### config.mk
export PLATFORM = sky130hd
export DESIGN_NAME = efl_ctrl
export DESIGN_NICKNAME = d
export VERILOG_FILES = /design/src/hw/rtl/efl_pkg.sv /design/src/hw/rtl/efl_ctrl.sv
export SDC_FILE = /design/constraint.sdc
export NUM_CORES = 1
export LEC_CHECK = 0
export CAP_MARGIN = 5
export CELL_PAD_IN_SITES_DETAIL_PLACEMENT = 1
export CELL_PAD_IN_SITES_GLOBAL_PLACEMENT = 1
export CORE_MARGIN = 4
export CORE_UTILIZATION = 32
export DETAILED_ROUTE_END_ITERATION = 8
export DONT_BUFFER_PORTS = 1
export GPL_TIMING_DRIVEN = 0
export PLACE_DENSITY = 0.69
export SYNTH_ARGS = -nofsm -noshare
export SYNTH_HDL_FRONTEND = slang
export SYNTH_SLANG_ARGS = --single-unit
export TNS_END_PERCENT = 20
### constraint.sdc
create_clock -name clock -period 1.75 [get_ports clock]
set_input_delay 0.2625 -clock clock [delete_from_list [all_inputs] [get_ports clock]]
set_output_delay 0.2625 -clock clock [all_outputs]
set_load 0.02 [all_outputs]
### src/hw/rtl/efl_pkg.sv
package efl_pkg;

   // Fixed layout constants of the heap
   localparam int unsigned ADDR_W      = 17;
   localparam int unsigned WORD_W      = 32;
   localparam logic [16:0] MIN_BLOCK   = 17'd24;
   localparam logic [16:0] TAG_BYTES   = 17'd8;
   localparam logic [16:0] FIRST_PAYLD = 17'd32;
   localparam logic [16:0] CHUNK_RESET = 17'd4096;
   localparam logic [16:0] PRO_HDR     = 17'd4;
   localparam logic [16:0] PRO_FTR     = 17'd24;
   localparam logic [16:0] EPI_HDR     = 17'd28;

   localparam logic [1:0] ST_DONE   = 2'd0;
   localparam logic [1:0] ST_IGNORE = 2'd1;
   localparam logic [1:0] ST_OOM    = 2'd2;

   localparam logic CMD_ALLOC = 1'b0;
   localparam logic CMD_FREE  = 1'b1;

   // Datapath operations issued by the controller, one per cycle
   typedef enum logic [5:0] {
      OP_NONE,
      OP_LATCH,
      OP_INIT0,
      OP_INIT1,
      OP_INIT2,
      OP_SET_IGN,
      OP_SET_OOM,
      OP_ASIZE,
      OP_GROW_SETUP,
      OP_FIT_RD,
      OP_FIT_NEXT_RD,
      OP_FIT_NEXT,
      OP_FIT_TAKE,
      OP_CARVE_RD,
      OP_CARVE_UL,
      OP_CARVE_HDR_SPLIT,
      OP_CARVE_FTR_SPLIT,
      OP_CARVE_REM_HDR,
      OP_CARVE_REM_FTR,
      OP_CARVE_HDR_WHOLE,
      OP_CARVE_FTR_WHOLE,
      OP_GROW_FAIL,
      OP_GROW_HDR,
      OP_GROW_FTR,
      OP_GROW_EPI,
      OP_M_HDR_RD,
      OP_M_PREV_RD,
      OP_M_NEXT_RD,
      OP_M_NEXT_MERGE,
      OP_M_PREV_HDR_RD,
      OP_M_PREV_MERGE,
      OP_M_HDR_WR,
      OP_M_FTR_WR,
      OP_PUSH_NEXT,
      OP_PUSH_BACK,
      OP_PUSH_HEAD,
      OP_UL_PREV_RD,
      OP_UL_NEXT_RD,
      OP_UL_FIX_PREV,
      OP_UL_FIX_HEAD,
      OP_UL_FIX_NEXT,
      OP_W_START,
      OP_W_RD,
      OP_W_STEP,
      OP_F_HDR,
      OP_F_FTR,
      OP_OUT
   } op_type;

   typedef enum logic [5:0] {
      S_INIT0,
      S_INIT1,
      S_INIT2,
      S_IDLE,
      S_DISPATCH,
      S_A_FIT,
      S_A_FIT_CHK,
      S_A_FIT_NEXT,
      S_A_GROWN,
      S_C_RD,
      S_C_UL,
      S_C_DECIDE,
      S_C_FTR_SPLIT,
      S_C_REM_HDR,
      S_C_REM_FTR,
      S_C_FTR_WHOLE,
      S_G_CHK,
      S_G_FTR,
      S_G_EPI,
      S_M_HDR,
      S_M_PREV,
      S_M_NEXT,
      S_M_NCHK,
      S_M_PCHK,
      S_M_PMERGE,
      S_M_HDR_WR,
      S_M_FTR_WR,
      S_P_NEXT,
      S_P_BACK,
      S_P_HEAD,
      S_U_PREV,
      S_U_NEXT,
      S_U_FIX,
      S_U_FIXN,
      S_F_START,
      S_F_WALK,
      S_F_CHK,
      S_F_FTR,
      S_RESP
   } state_type;

   // Status flags from datapath to controller
   typedef struct packed {
      logic cmd_free;
      logic req_zero;
      logic addr_zero;
      logic fit_null;
      logic fit_ok;
      logic split;
      logic grow_fits;
      logic gfail;
      logic next_free;
      logic prev_free;
      logic fhead_nz;
      logic lp_nz;
      logic ln_nz;
      logic walk_end;
      logic walk_size0;
      logic walk_hit;
      logic walk_alloc;
      logic walk_past;
      logic out_free;
   } dp_status_type;

endpackage

### src/hw/rtl/efl_ctrl.sv
module efl_ctrl
   import efl_pkg::*;
(
   input  logic          clock,
   input  logic          reset,
   input  logic          req_valid,
   output logic          req_ready,
   input  dp_status_type status,
   output op_type        op
);
   state_type state_ff, state_in;
   state_type grow_ret_ff, grow_ret_in;
   state_type merge_ret_ff, merge_ret_in;
   state_type ul_ret_ff, ul_ret_in;

   // next state and return points
   always_comb begin
      state_in     = state_ff;
      grow_ret_in  = grow_ret_ff;
      merge_ret_in = merge_ret_ff;
      ul_ret_in    = ul_ret_ff;
      case (state_ff)
         S_INIT0: state_in = S_INIT1;
         S_INIT1: state_in = S_INIT2;
         S_INIT2: begin
            state_in = S_G_CHK; grow_ret_in = S_IDLE;
         end
         S_IDLE: if (req_valid) state_in = S_DISPATCH;
         S_DISPATCH: begin
            if (status.cmd_free) state_in = S_F_START;
            else if (status.req_zero) state_in = S_RESP;
            else state_in = S_A_FIT;
         end
         S_A_FIT: begin
            if (status.fit_null) begin
               state_in = S_G_CHK; grow_ret_in = S_A_GROWN;
            end else begin
               state_in = S_A_FIT_CHK;
            end
         end
         S_A_FIT_CHK: state_in = status.fit_ok ? S_C_RD : S_A_FIT_NEXT;
         S_A_FIT_NEXT: state_in = S_A_FIT;
         S_A_GROWN: state_in = status.gfail ? S_RESP : S_C_RD;
         S_C_RD: state_in = S_C_UL;
         S_C_UL: begin
            state_in = S_U_PREV; ul_ret_in = S_C_DECIDE;
         end
         S_C_DECIDE: state_in = status.split ? S_C_FTR_SPLIT : S_C_FTR_WHOLE;
         S_C_FTR_SPLIT: state_in = S_C_REM_HDR;
         S_C_REM_HDR: state_in = S_C_REM_FTR;
         S_C_REM_FTR: begin
            state_in = S_M_HDR; merge_ret_in = S_RESP;
         end
         S_C_FTR_WHOLE: state_in = S_RESP;
         S_G_CHK: state_in = status.grow_fits ? S_G_FTR : grow_ret_ff;
         S_G_FTR: state_in = S_G_EPI;
         S_G_EPI: begin
            state_in = S_M_HDR; merge_ret_in = grow_ret_ff;
         end
         S_M_HDR: state_in = S_M_PREV;
         S_M_PREV: state_in = S_M_NEXT;
         S_M_NEXT: state_in = S_M_NCHK;
         S_M_NCHK: begin
            if (status.next_free) begin
               state_in = S_U_PREV; ul_ret_in = S_M_PCHK;
            end else begin
               state_in = S_M_PCHK;
            end
         end
         S_M_PCHK: state_in = status.prev_free ? S_M_PMERGE : S_M_HDR_WR;
         S_M_PMERGE: begin
            state_in = S_U_PREV; ul_ret_in = S_M_HDR_WR;
         end
         S_M_HDR_WR: state_in = S_M_FTR_WR;
         S_M_FTR_WR: state_in = S_P_NEXT;
         S_P_NEXT: state_in = S_P_BACK;
         S_P_BACK: state_in = S_P_HEAD;
         S_P_HEAD: state_in = merge_ret_ff;
         S_U_PREV: state_in = S_U_NEXT;
         S_U_NEXT: state_in = S_U_FIX;
         S_U_FIX: state_in = S_U_FIXN;
         S_U_FIXN: state_in = ul_ret_ff;
         S_F_START: state_in = status.addr_zero ? S_RESP : S_F_WALK;
         S_F_WALK: state_in = status.walk_end ? S_RESP : S_F_CHK;
         S_F_CHK: begin
            if (status.walk_size0) state_in = S_RESP;
            else if (status.walk_hit) state_in = status.walk_alloc ? S_F_FTR : S_RESP;
            else if (status.walk_past) state_in = S_RESP;
            else state_in = S_F_WALK;
         end
         S_F_FTR: begin
            state_in = S_M_HDR; merge_ret_in = S_RESP;
         end
         S_RESP: if (status.out_free) state_in = S_IDLE;
         default: state_in = S_IDLE;
      endcase
   end

   // operation per state
   always_comb begin
      op = OP_NONE;
      case (state_ff)
         S_INIT0: op = OP_INIT0;
         S_INIT1: op = OP_INIT1;
         S_INIT2: op = OP_INIT2;
         S_IDLE: if (req_valid) op = OP_LATCH;
         S_DISPATCH: begin
            if (status.cmd_free) op = OP_NONE;
            else if (status.req_zero) op = OP_SET_IGN;
            else op = OP_ASIZE;
         end
         S_A_FIT: op = status.fit_null ? OP_GROW_SETUP : OP_FIT_RD;
         S_A_FIT_CHK: op = status.fit_ok ? OP_FIT_TAKE : OP_FIT_NEXT_RD;
         S_A_FIT_NEXT: op = OP_FIT_NEXT;
         S_A_GROWN: if (status.gfail) op = OP_SET_OOM;
         S_C_RD: op = OP_CARVE_RD;
         S_C_UL: op = OP_CARVE_UL;
         S_C_DECIDE: op = status.split ? OP_CARVE_HDR_SPLIT : OP_CARVE_HDR_WHOLE;
         S_C_FTR_SPLIT: op = OP_CARVE_FTR_SPLIT;
         S_C_REM_HDR: op = OP_CARVE_REM_HDR;
         S_C_REM_FTR: op = OP_CARVE_REM_FTR;
         S_C_FTR_WHOLE: op = OP_CARVE_FTR_WHOLE;
         S_G_CHK: op = status.grow_fits ? OP_GROW_HDR : OP_GROW_FAIL;
         S_G_FTR: op = OP_GROW_FTR;
         S_G_EPI: op = OP_GROW_EPI;
         S_M_HDR: op = OP_M_HDR_RD;
         S_M_PREV: op = OP_M_PREV_RD;
         S_M_NEXT: op = OP_M_NEXT_RD;
         S_M_NCHK: if (status.next_free) op = OP_M_NEXT_MERGE;
         S_M_PCHK: if (status.prev_free) op = OP_M_PREV_HDR_RD;
         S_M_PMERGE: op = OP_M_PREV_MERGE;
         S_M_HDR_WR: op = OP_M_HDR_WR;
         S_M_FTR_WR: op = OP_M_FTR_WR;
         S_P_NEXT: op = OP_PUSH_NEXT;
         S_P_BACK: if (status.fhead_nz) op = OP_PUSH_BACK;
         S_P_HEAD: op = OP_PUSH_HEAD;
         S_U_PREV: op = OP_UL_PREV_RD;
         S_U_NEXT: op = OP_UL_NEXT_RD;
         S_U_FIX: op = status.lp_nz ? OP_UL_FIX_PREV : OP_UL_FIX_HEAD;
         S_U_FIXN: if (status.ln_nz) op = OP_UL_FIX_NEXT;
         S_F_START: op = status.addr_zero ? OP_SET_IGN : OP_W_START;
         S_F_WALK: op = status.walk_end ? OP_SET_IGN : OP_W_RD;
         S_F_CHK: begin
            if (status.walk_size0) op = OP_SET_IGN;
            else if (status.walk_hit) op = status.walk_alloc ? OP_F_HDR : OP_SET_IGN;
            else if (status.walk_past) op = OP_SET_IGN;
            else op = OP_W_STEP;
         end
         S_F_FTR: op = OP_F_FTR;
         S_RESP: if (status.out_free) op = OP_OUT;
         default: op = OP_NONE;
      endcase
   end

   assign req_ready = (state_ff == S_IDLE);

   always_ff @(posedge clock) begin
      if (reset) begin
         state_ff     <= S_INIT0;
         grow_ret_ff  <= S_IDLE;
         merge_ret_ff <= S_IDLE;
         ul_ret_ff    <= S_IDLE;
      end else begin
         state_ff     <= state_in;
         grow_ret_ff  <= grow_ret_in;
         merge_ret_ff <= merge_ret_in;
         ul_ret_ff    <= ul_ret_in;
      end
   end

`ifndef SYNTHESIS
   // a request is only taken after start-up is over
   a_no_req_in_init: assert property (@(posedge clock) disable iff (reset)
      (state_ff == S_INIT0 || state_ff == S_INIT1 || state_ff == S_INIT2) |-> !req_ready)
      else $error("request accepted during start-up");
   // an accepted request always moves to dispatch
   a_dispatch: assert property (@(posedge clock) disable iff (reset)
      (req_valid && req_ready) |=> (state_ff == S_DISPATCH))
      else $error("accepted request not dispatched");
   // the response state only leaves when the output register is free
   a_resp_wait: assert property (@(posedge clock) disable iff (reset)
      (state_ff == S_RESP && !status.out_free) |=> (state_ff == S_RESP))
      else $error("response lost");
`endif
endmodule
==> results.cfg, run 1 <==
[drt]
wl_met3_um = 1033
met2_length_um = 5007
dr.pass1.iters = 7
viasPerCell = 7.008
drc = 0
drt_iter0_markers = 315
drt_wl_total_um = 10920
routedWlPerCell_um = 28.66
route.layer.met1.wl_um = 4125
top_layer_used = met4
num_vias = 2670
ant_nets = 0

[yosys]
async_flop_share = 0
synth-edff-count = 0
synth_cell_types = 64
avgSynthCellArea_um2 = 6.956
synth_nets = 301
ys_warn_count = 0
ys_ff_latch = 16
synthCells = 279
syn-cell-area_mm2 = 0.001941
synth-main-ff-cell = dfxtp_1
ys_seq_area_frac = 0.1651

[timing]
finalCritPeriodShare = 1.239
final.min_clock_period_ps = 2168
hold_viol = 0
slew_violations = 0
worst_slack_ps = -418.1
setup_viol = 10
skew_ps = 1.702
grt_setup_unrepaired = true
setup_tns_ps = -3241
slew_headroom = 0.5589
tightest_slew_ps = 660.0
max_freq_ghz = 0.4612

[finish]
antennaDiodeCount = 0
fin_area_mm2 = 0.002786
layout.cells.non_filler = 381
layout-drive-gt1-share = 0.3922
layout.nets = 330
final_cell_mix = 26 x buf_4, 20 x nand2_1, 20 x nor2_1
syn_to_final_growth_pct = 43.58
mostFrequentLayoutCell = buf_4

[placement]
gp_congestion = 0.9582
portBuffers = 0
place_area_mm2 = 0.002064
dp.cells = 354
dp_hpwl_um = 7597

[pwr]
p_sw_frac = 0.5383
total_leakage_power_uw = 0.0009951
clkPwrFrac = 0.072
finalPower_uw = 3678
peakVddDrop_mv = 0.6664
p_comb_frac = 0.798
p_seq_frac = 0.130
p_per_area_mw_per_mm2 = 1320
intPower_uw = 1698
power.switching_uw = 1980

[global_route]
antenna_found_initial = 0
gr-total-overflow = 0
grt_max_degree = 11
grt_pass1_wl_um = 15740
grt_usage = 0.2824
grt_pass1_vias = 2639

[clocking]
clk_pin_slew_ps = 60
cts-root-buf = clkbuf_8
h-tree-depth = 1
clock-sinks = 16
cts_hold_buf = 0
cts_tree = yes
clk_latency_ps = 250
clockBufferDepth = 2
cts_buffers = 3

[hold_path]
hp-class = input port to flip-flop

[run_status]
status = complete, but fails checks
violations = setup timing

[worst_setup_path]
criticalPathCategory = flip-flop to output pin
crit_required_ps = 1490
cp_data_arrival_time_ps = 1910
regToRegSetupSlack_ps = -320
path_max_fanout = 6
critPathLaunchType = flip-flop
cp-end-kind = output pin

[floorplanning]
core_mm2 = 0.005886
start_util = 0.3297
rows = 28
ioPinCount = 29
dieWidth_um = 85.88
dieArea_mm2 = 0.007375
die_h_um = 85.88

[flow_run]
max_cap_viol_count = 0
[power groups by stage]
stage	Sequential (uW)	Combinational, uW	Clock [uW]
after CTS	469	2480	283
after global placement	457	2050	0
after floorplan	446	1420	0
final	479	2930	265
after global routing	485	3050	292
after detailed placement	463	2010	0
[logic make-up (layout without fill, tap and decap cells)]
kind of cell / after synthesis / count (layout) / share of synthesized area
DFF: 16 / 16 / 0.1651
muxes: 8 / 8 / 0.04191
xor gates and xnor gates: 2 / 2 / 0.009028
and+or+nand+nor: 130 / 130 / 0.3759
AOI/OAI and AO/OA: 91 / 91 / 0.3340
buffers and inverters: 32 / 59 / 0.07415
[sequential cells by signal, summed over array words and instances, names as in the netlist]
name,count
grow_ret_ff,2
merge_ret_ff,4
state_ff,6
ul_ret_ff,4
[stage by stage]
stage	utilization	setup WS [ps]	hold WS [ps]
floorplan	-	-68.69	334.6
global route	0.4734	-492.4	75.41
finish	0.4734	-418.1	88.58
global placement	0.3508	-841.6	343.4
detailed placement	0.3508	-795.7	348.9
CTS	0.4315	-436.8	78.21
[area by class of cell]
class                      count  area, um2
multi-input combinational    231       1848
tap                           75      93.84
clock buffer                   3      41.29
inverter                       6      22.52
fill                         714       3099
sequential                    16      336.6
buffer                        24      230.2
timing repair buffer          26      214.0
[layer usage]
layer	vias up	global-route usage
met5	-	0
met4	0	0.1770
met3	65	0.05283
met2	186	0.4450
met1	1284	0.3520
li1	1135	-
[synthesized netlist by cell type, types with 2 or more instances]
cell | n | area (um2)
a2111oi_0 | 5 | 43.79
a211o_1 | 3 | 26.28
a211oi_1 | 4 | 30.03
a21o_1 | 2 | 15.01
a21oi_1 | 15 | 75.07
a22oi_1 | 4 | 30.03
a311oi_1 | 4 | 35.03
a31oi_1 | 5 | 31.28
a32oi_1 | 5 | 43.79
a41oi_1 | 3 | 26.28
and2_1 | 2 | 12.51
and3_1 | 2 | 12.51
buf_2 | 18 | 90.09
clkbuf_1 | 7 | 26.28
dfxtp_1 | 16 | 320.3
inv_1 | 5 | 18.77
mux2i_1 | 7 | 70.07
nand2_1 | 25 | 93.84
nand2b_1 | 10 | 62.56
nand3_1 | 15 | 75.07
nand4_1 | 3 | 18.77
nor2_1 | 23 | 86.33
nor2b_1 | 7 | 43.79
nor3_1 | 11 | 55.05
nor3b_1 | 5 | 37.54
nor4_1 | 6 | 37.54
nor4b_1 | 3 | 26.28
nor4b_2 | 2 | 30.03
nor4bb_1 | 2 | 20.02
o2111ai_1 | 4 | 35.03
o211ai_1 | 4 | 30.03
o21ai_0 | 15 | 75.07
o21bai_1 | 2 | 15.01
o22ai_1 | 2 | 12.51
o2bb2ai_1 | 2 | 17.52
o32ai_1 | 2 | 17.52
or2_2 | 2 | 12.51
[worst max-delay path, stage by stage, from the launching register on]
cell	delay, ps
dfxtp_2	320
buf_6	120
buf_6	130
nor3b_4	290
nand3_2	170
o32ai_4	330
a21oi_2	80
nand3b_1	230
[path summary, 6_finish.rpt]
| path | from | to | depth (start not counted) |
|---|---|---|---|
| worst max-delay path | state_ff[3]$_SDFFE_PP0P_ | op[3] | 7 |
| worst min-delay path | reset | state_ff[2]$_SDFFE_PP0P_ | 1 |
| worst max register to register | state_ff[4]$_SDFFE_PP0P_ | state_ff[0]$_SDFFE_PP0P_ | 7 |
| worst min register to register | ul_ret_ff[3]$_SDFFE_PP0P_ | ul_ret_ff[3]$_SDFFE_PP0P_ | 2 |
[repair_timing]
item,4_1_cts,5_1_grt
gates resized for setup,86,45
hold endpoints to repair,0,0
endpoints found under the setup margin,21,22
pin swaps,16,22
setup buffers,15,11
Note: power is estimated with default switching activity, not from simulation.
==> inputs of run 2 (changes only) <==
--- a/config.mk
+++ b/config.mk
@@ -14,6 +14,7 @@
 export DONT_BUFFER_PORTS = 1
 export GPL_TIMING_DRIVEN = 0
 export PLACE_DENSITY = 0.69
+export SKIP_LAST_GASP = 1
 export SYNTH_ARGS = -nofsm -noshare
 export SYNTH_HDL_FRONTEND = slang
 export SYNTH_SLANG_ARGS = --single-unit
==> run 2 against run 1 <==
Compared with the run above: the flow still finishes with violations (setup timing); power increased by 0.21%; final cell count increased by 1.0%; final area increased by 1.1%; global-route usage increased by 0.22 points; sequential share of layout area decreased by 0.13 points; utilization increased by 0.53 points; routed wire length about the same; critical path depth unchanged; first-iteration DRC count decreased by 9.8%.
==> results.cfg, run 2 (synthesized netlist as in run 1, its figures left out) <==
[worst_setup_path]
crit_path_frequent_cell = buf_6
crit_buf_inv = 2
critPathTopFamily = simple AND/OR/NAND/NOR gates
crit_required_ps = 1490
cpPeakStageDelay_ps = 320
path_max_fanout = 6
crit_chain = buf_6 -> buf_6 -> nor3b_4 -> nand3_2 -> o32ai_4 -> a21oi_2 -> nand3b_1
cp-end-kind = output pin
criticalPathCategory = flip-flop to output pin
cp_data_arrival_time_ps = 1900
critPathLaunchType = flip-flop
cp_slowest_cell = dfxtp_2

[drt]
ant_nets = 0
viasPerCell = 7.008
routedWlPerCell_um = 28.34
num_vias = 2698
drt_wl_total_um = 10910
drc = 0
drt_iter0_markers = 284
dr.pass1.iters = 4

[clocking]
clk_latency_ps = 250
cts_tree = yes
clk_pin_slew_ps = 60
h-tree-depth = 1
cts-root-buf = clkbuf_8
clockBufferDepth = 2
clock-sinks = 16
cts_buffers = 3
cts_hold_buf = 0

[finish]
fin_area_mm2 = 0.002818
antennaDiodeCount = 0
top_register = state_ff
layout.nets = 334
mostFrequentLayoutCell = buf_4
largest_reg_flops = 6
syn_to_final_growth_pct = 45.20
layout-drive-gt1-share = 0.3710
reg.largest.list = state_ff x6, merge_ret_ff x4, ul_ret_ff x4
final_cell_mix = 29 x buf_4, 22 x nand2_1, 19 x nor2_1

[pwr]
peakVddDrop_mv = 0.5988
finalPower_uw = 3685
total_leakage_power_uw = 0.0009979
p_per_area_mw_per_mm2 = 1308

[floorplanning]
rows = 28
start_util = 0.3297
core_mm2 = 0.005886
ioPinCount = 29
dieArea_mm2 = 0.007375
dieWidth_um = 85.88
die_h_um = 85.88

[timing]
max_freq_ghz = 0.4629
finalCritPeriodShare = 1.235
final.min_clock_period_ps = 2160
tightest_slew_ps = 602.7
slew_headroom = 0.5974
slew_violations = 0
skew_ps = 1.948
setup_tns_ps = -3581
worst_slack_ps = -410.4
grt_setup_unrepaired = true
hold_viol = 0
setup_viol = 18

[flow_run]
max_cap_viol_count = 0

[run_status]
violations = setup timing
status = complete, but fails checks

[placement]
dp_hpwl_um = 7597
portBuffers = 0
gp_congestion = 0.9582
place_area_mm2 = 0.002064

[global_route]
gr-total-overflow = 0
grt_usage = 0.2846
grt_pass1_wl_um = 15860
grt_max_degree = 11
antenna_found_initial = 0
grt_pass1_vias = 2638

[hold_path]
hp-class = input port to flip-flop
[run 2: cell count changes in the layout (fill, tap and decap cells not counted), sizes merged]
cell and change:
buf +4
[run 2: routing by layer]
layer | vias up | wire length (um) | track usage
li1 | 1142 | - | -
met1 | 1303 | 4161 | 0.3543
met2 | 187 | 5025 | 0.4590
met3 | 66 | 1031 | 0.05764
met4 | 0 | 691 | 0.1511
met5 | - | 0 | 0
[run 2: area by class of cell]
class,instances,area [um2]
Multi-Input combinational cell,231,1852
Fill cell,715,3068
Sequential cell,16,336.6
Timing Repair Buffer,30,240.2
Inverter,6,22.52
Tap cell,75,93.84
Clock buffer,3,41.29
Buffer,24,231.5
[run 2: timing repair]
item,4_1_cts,5_1_grt
resized for setup,79,44
buffers inserted,15,15
endpoints found under the setup margin,21,23
pin swaps,12,23
[run 2: metrics by stage]
step | cells | utilization | hold slack, ps | setup slack (ps)
detailed placement | 354 | 0.3508 | 348.9 | -795.7
finish | 385 | 0.4787 | 88.61 | -410.4
CTS | 370 | 0.4254 | 82.20 | -436.8
global placement | 354 | 0.3508 | 343.4 | -841.6
floorplan | 279 | - | 334.6 | -68.69
global route | 385 | 0.4787 | 81.81 | -547.8
[run 2: where the power goes]
part           total (uW)  switching [uW]  internal (uW)
logic                2940            1800           1140
registers             478            56.5            422
clock network         265             113            152
[run 2: worst register-to-register path: stages (launching register included)]
cell,delay [ps]
dfxtp_4,380
buf_8,160
inv_2,170
nand2_1,230
a2111oi_1,530
a211oi_1,100
a311oi_1,380
[run 2: path summary, 6_finish.rpt]
check,from,depth (start not counted),slack [ps],endpoint
worst max-delay path,state_ff[3]$_SDFFE_PP0P_,7,-410,op[3]
worst min-delay path,reset,1,90,merge_ret_ff[3]$_SDFFE_PP0P_
worst max register to register,state_ff[5]$_SDFFE_PP0P_,6,-330,state_ff[2]$_SDFFE_PP0P_
worst min register to register,ul_ret_ff[3]$_SDFFE_PP0P_,2,460,ul_ret_ff[3]$_SDFFE_PP0P_
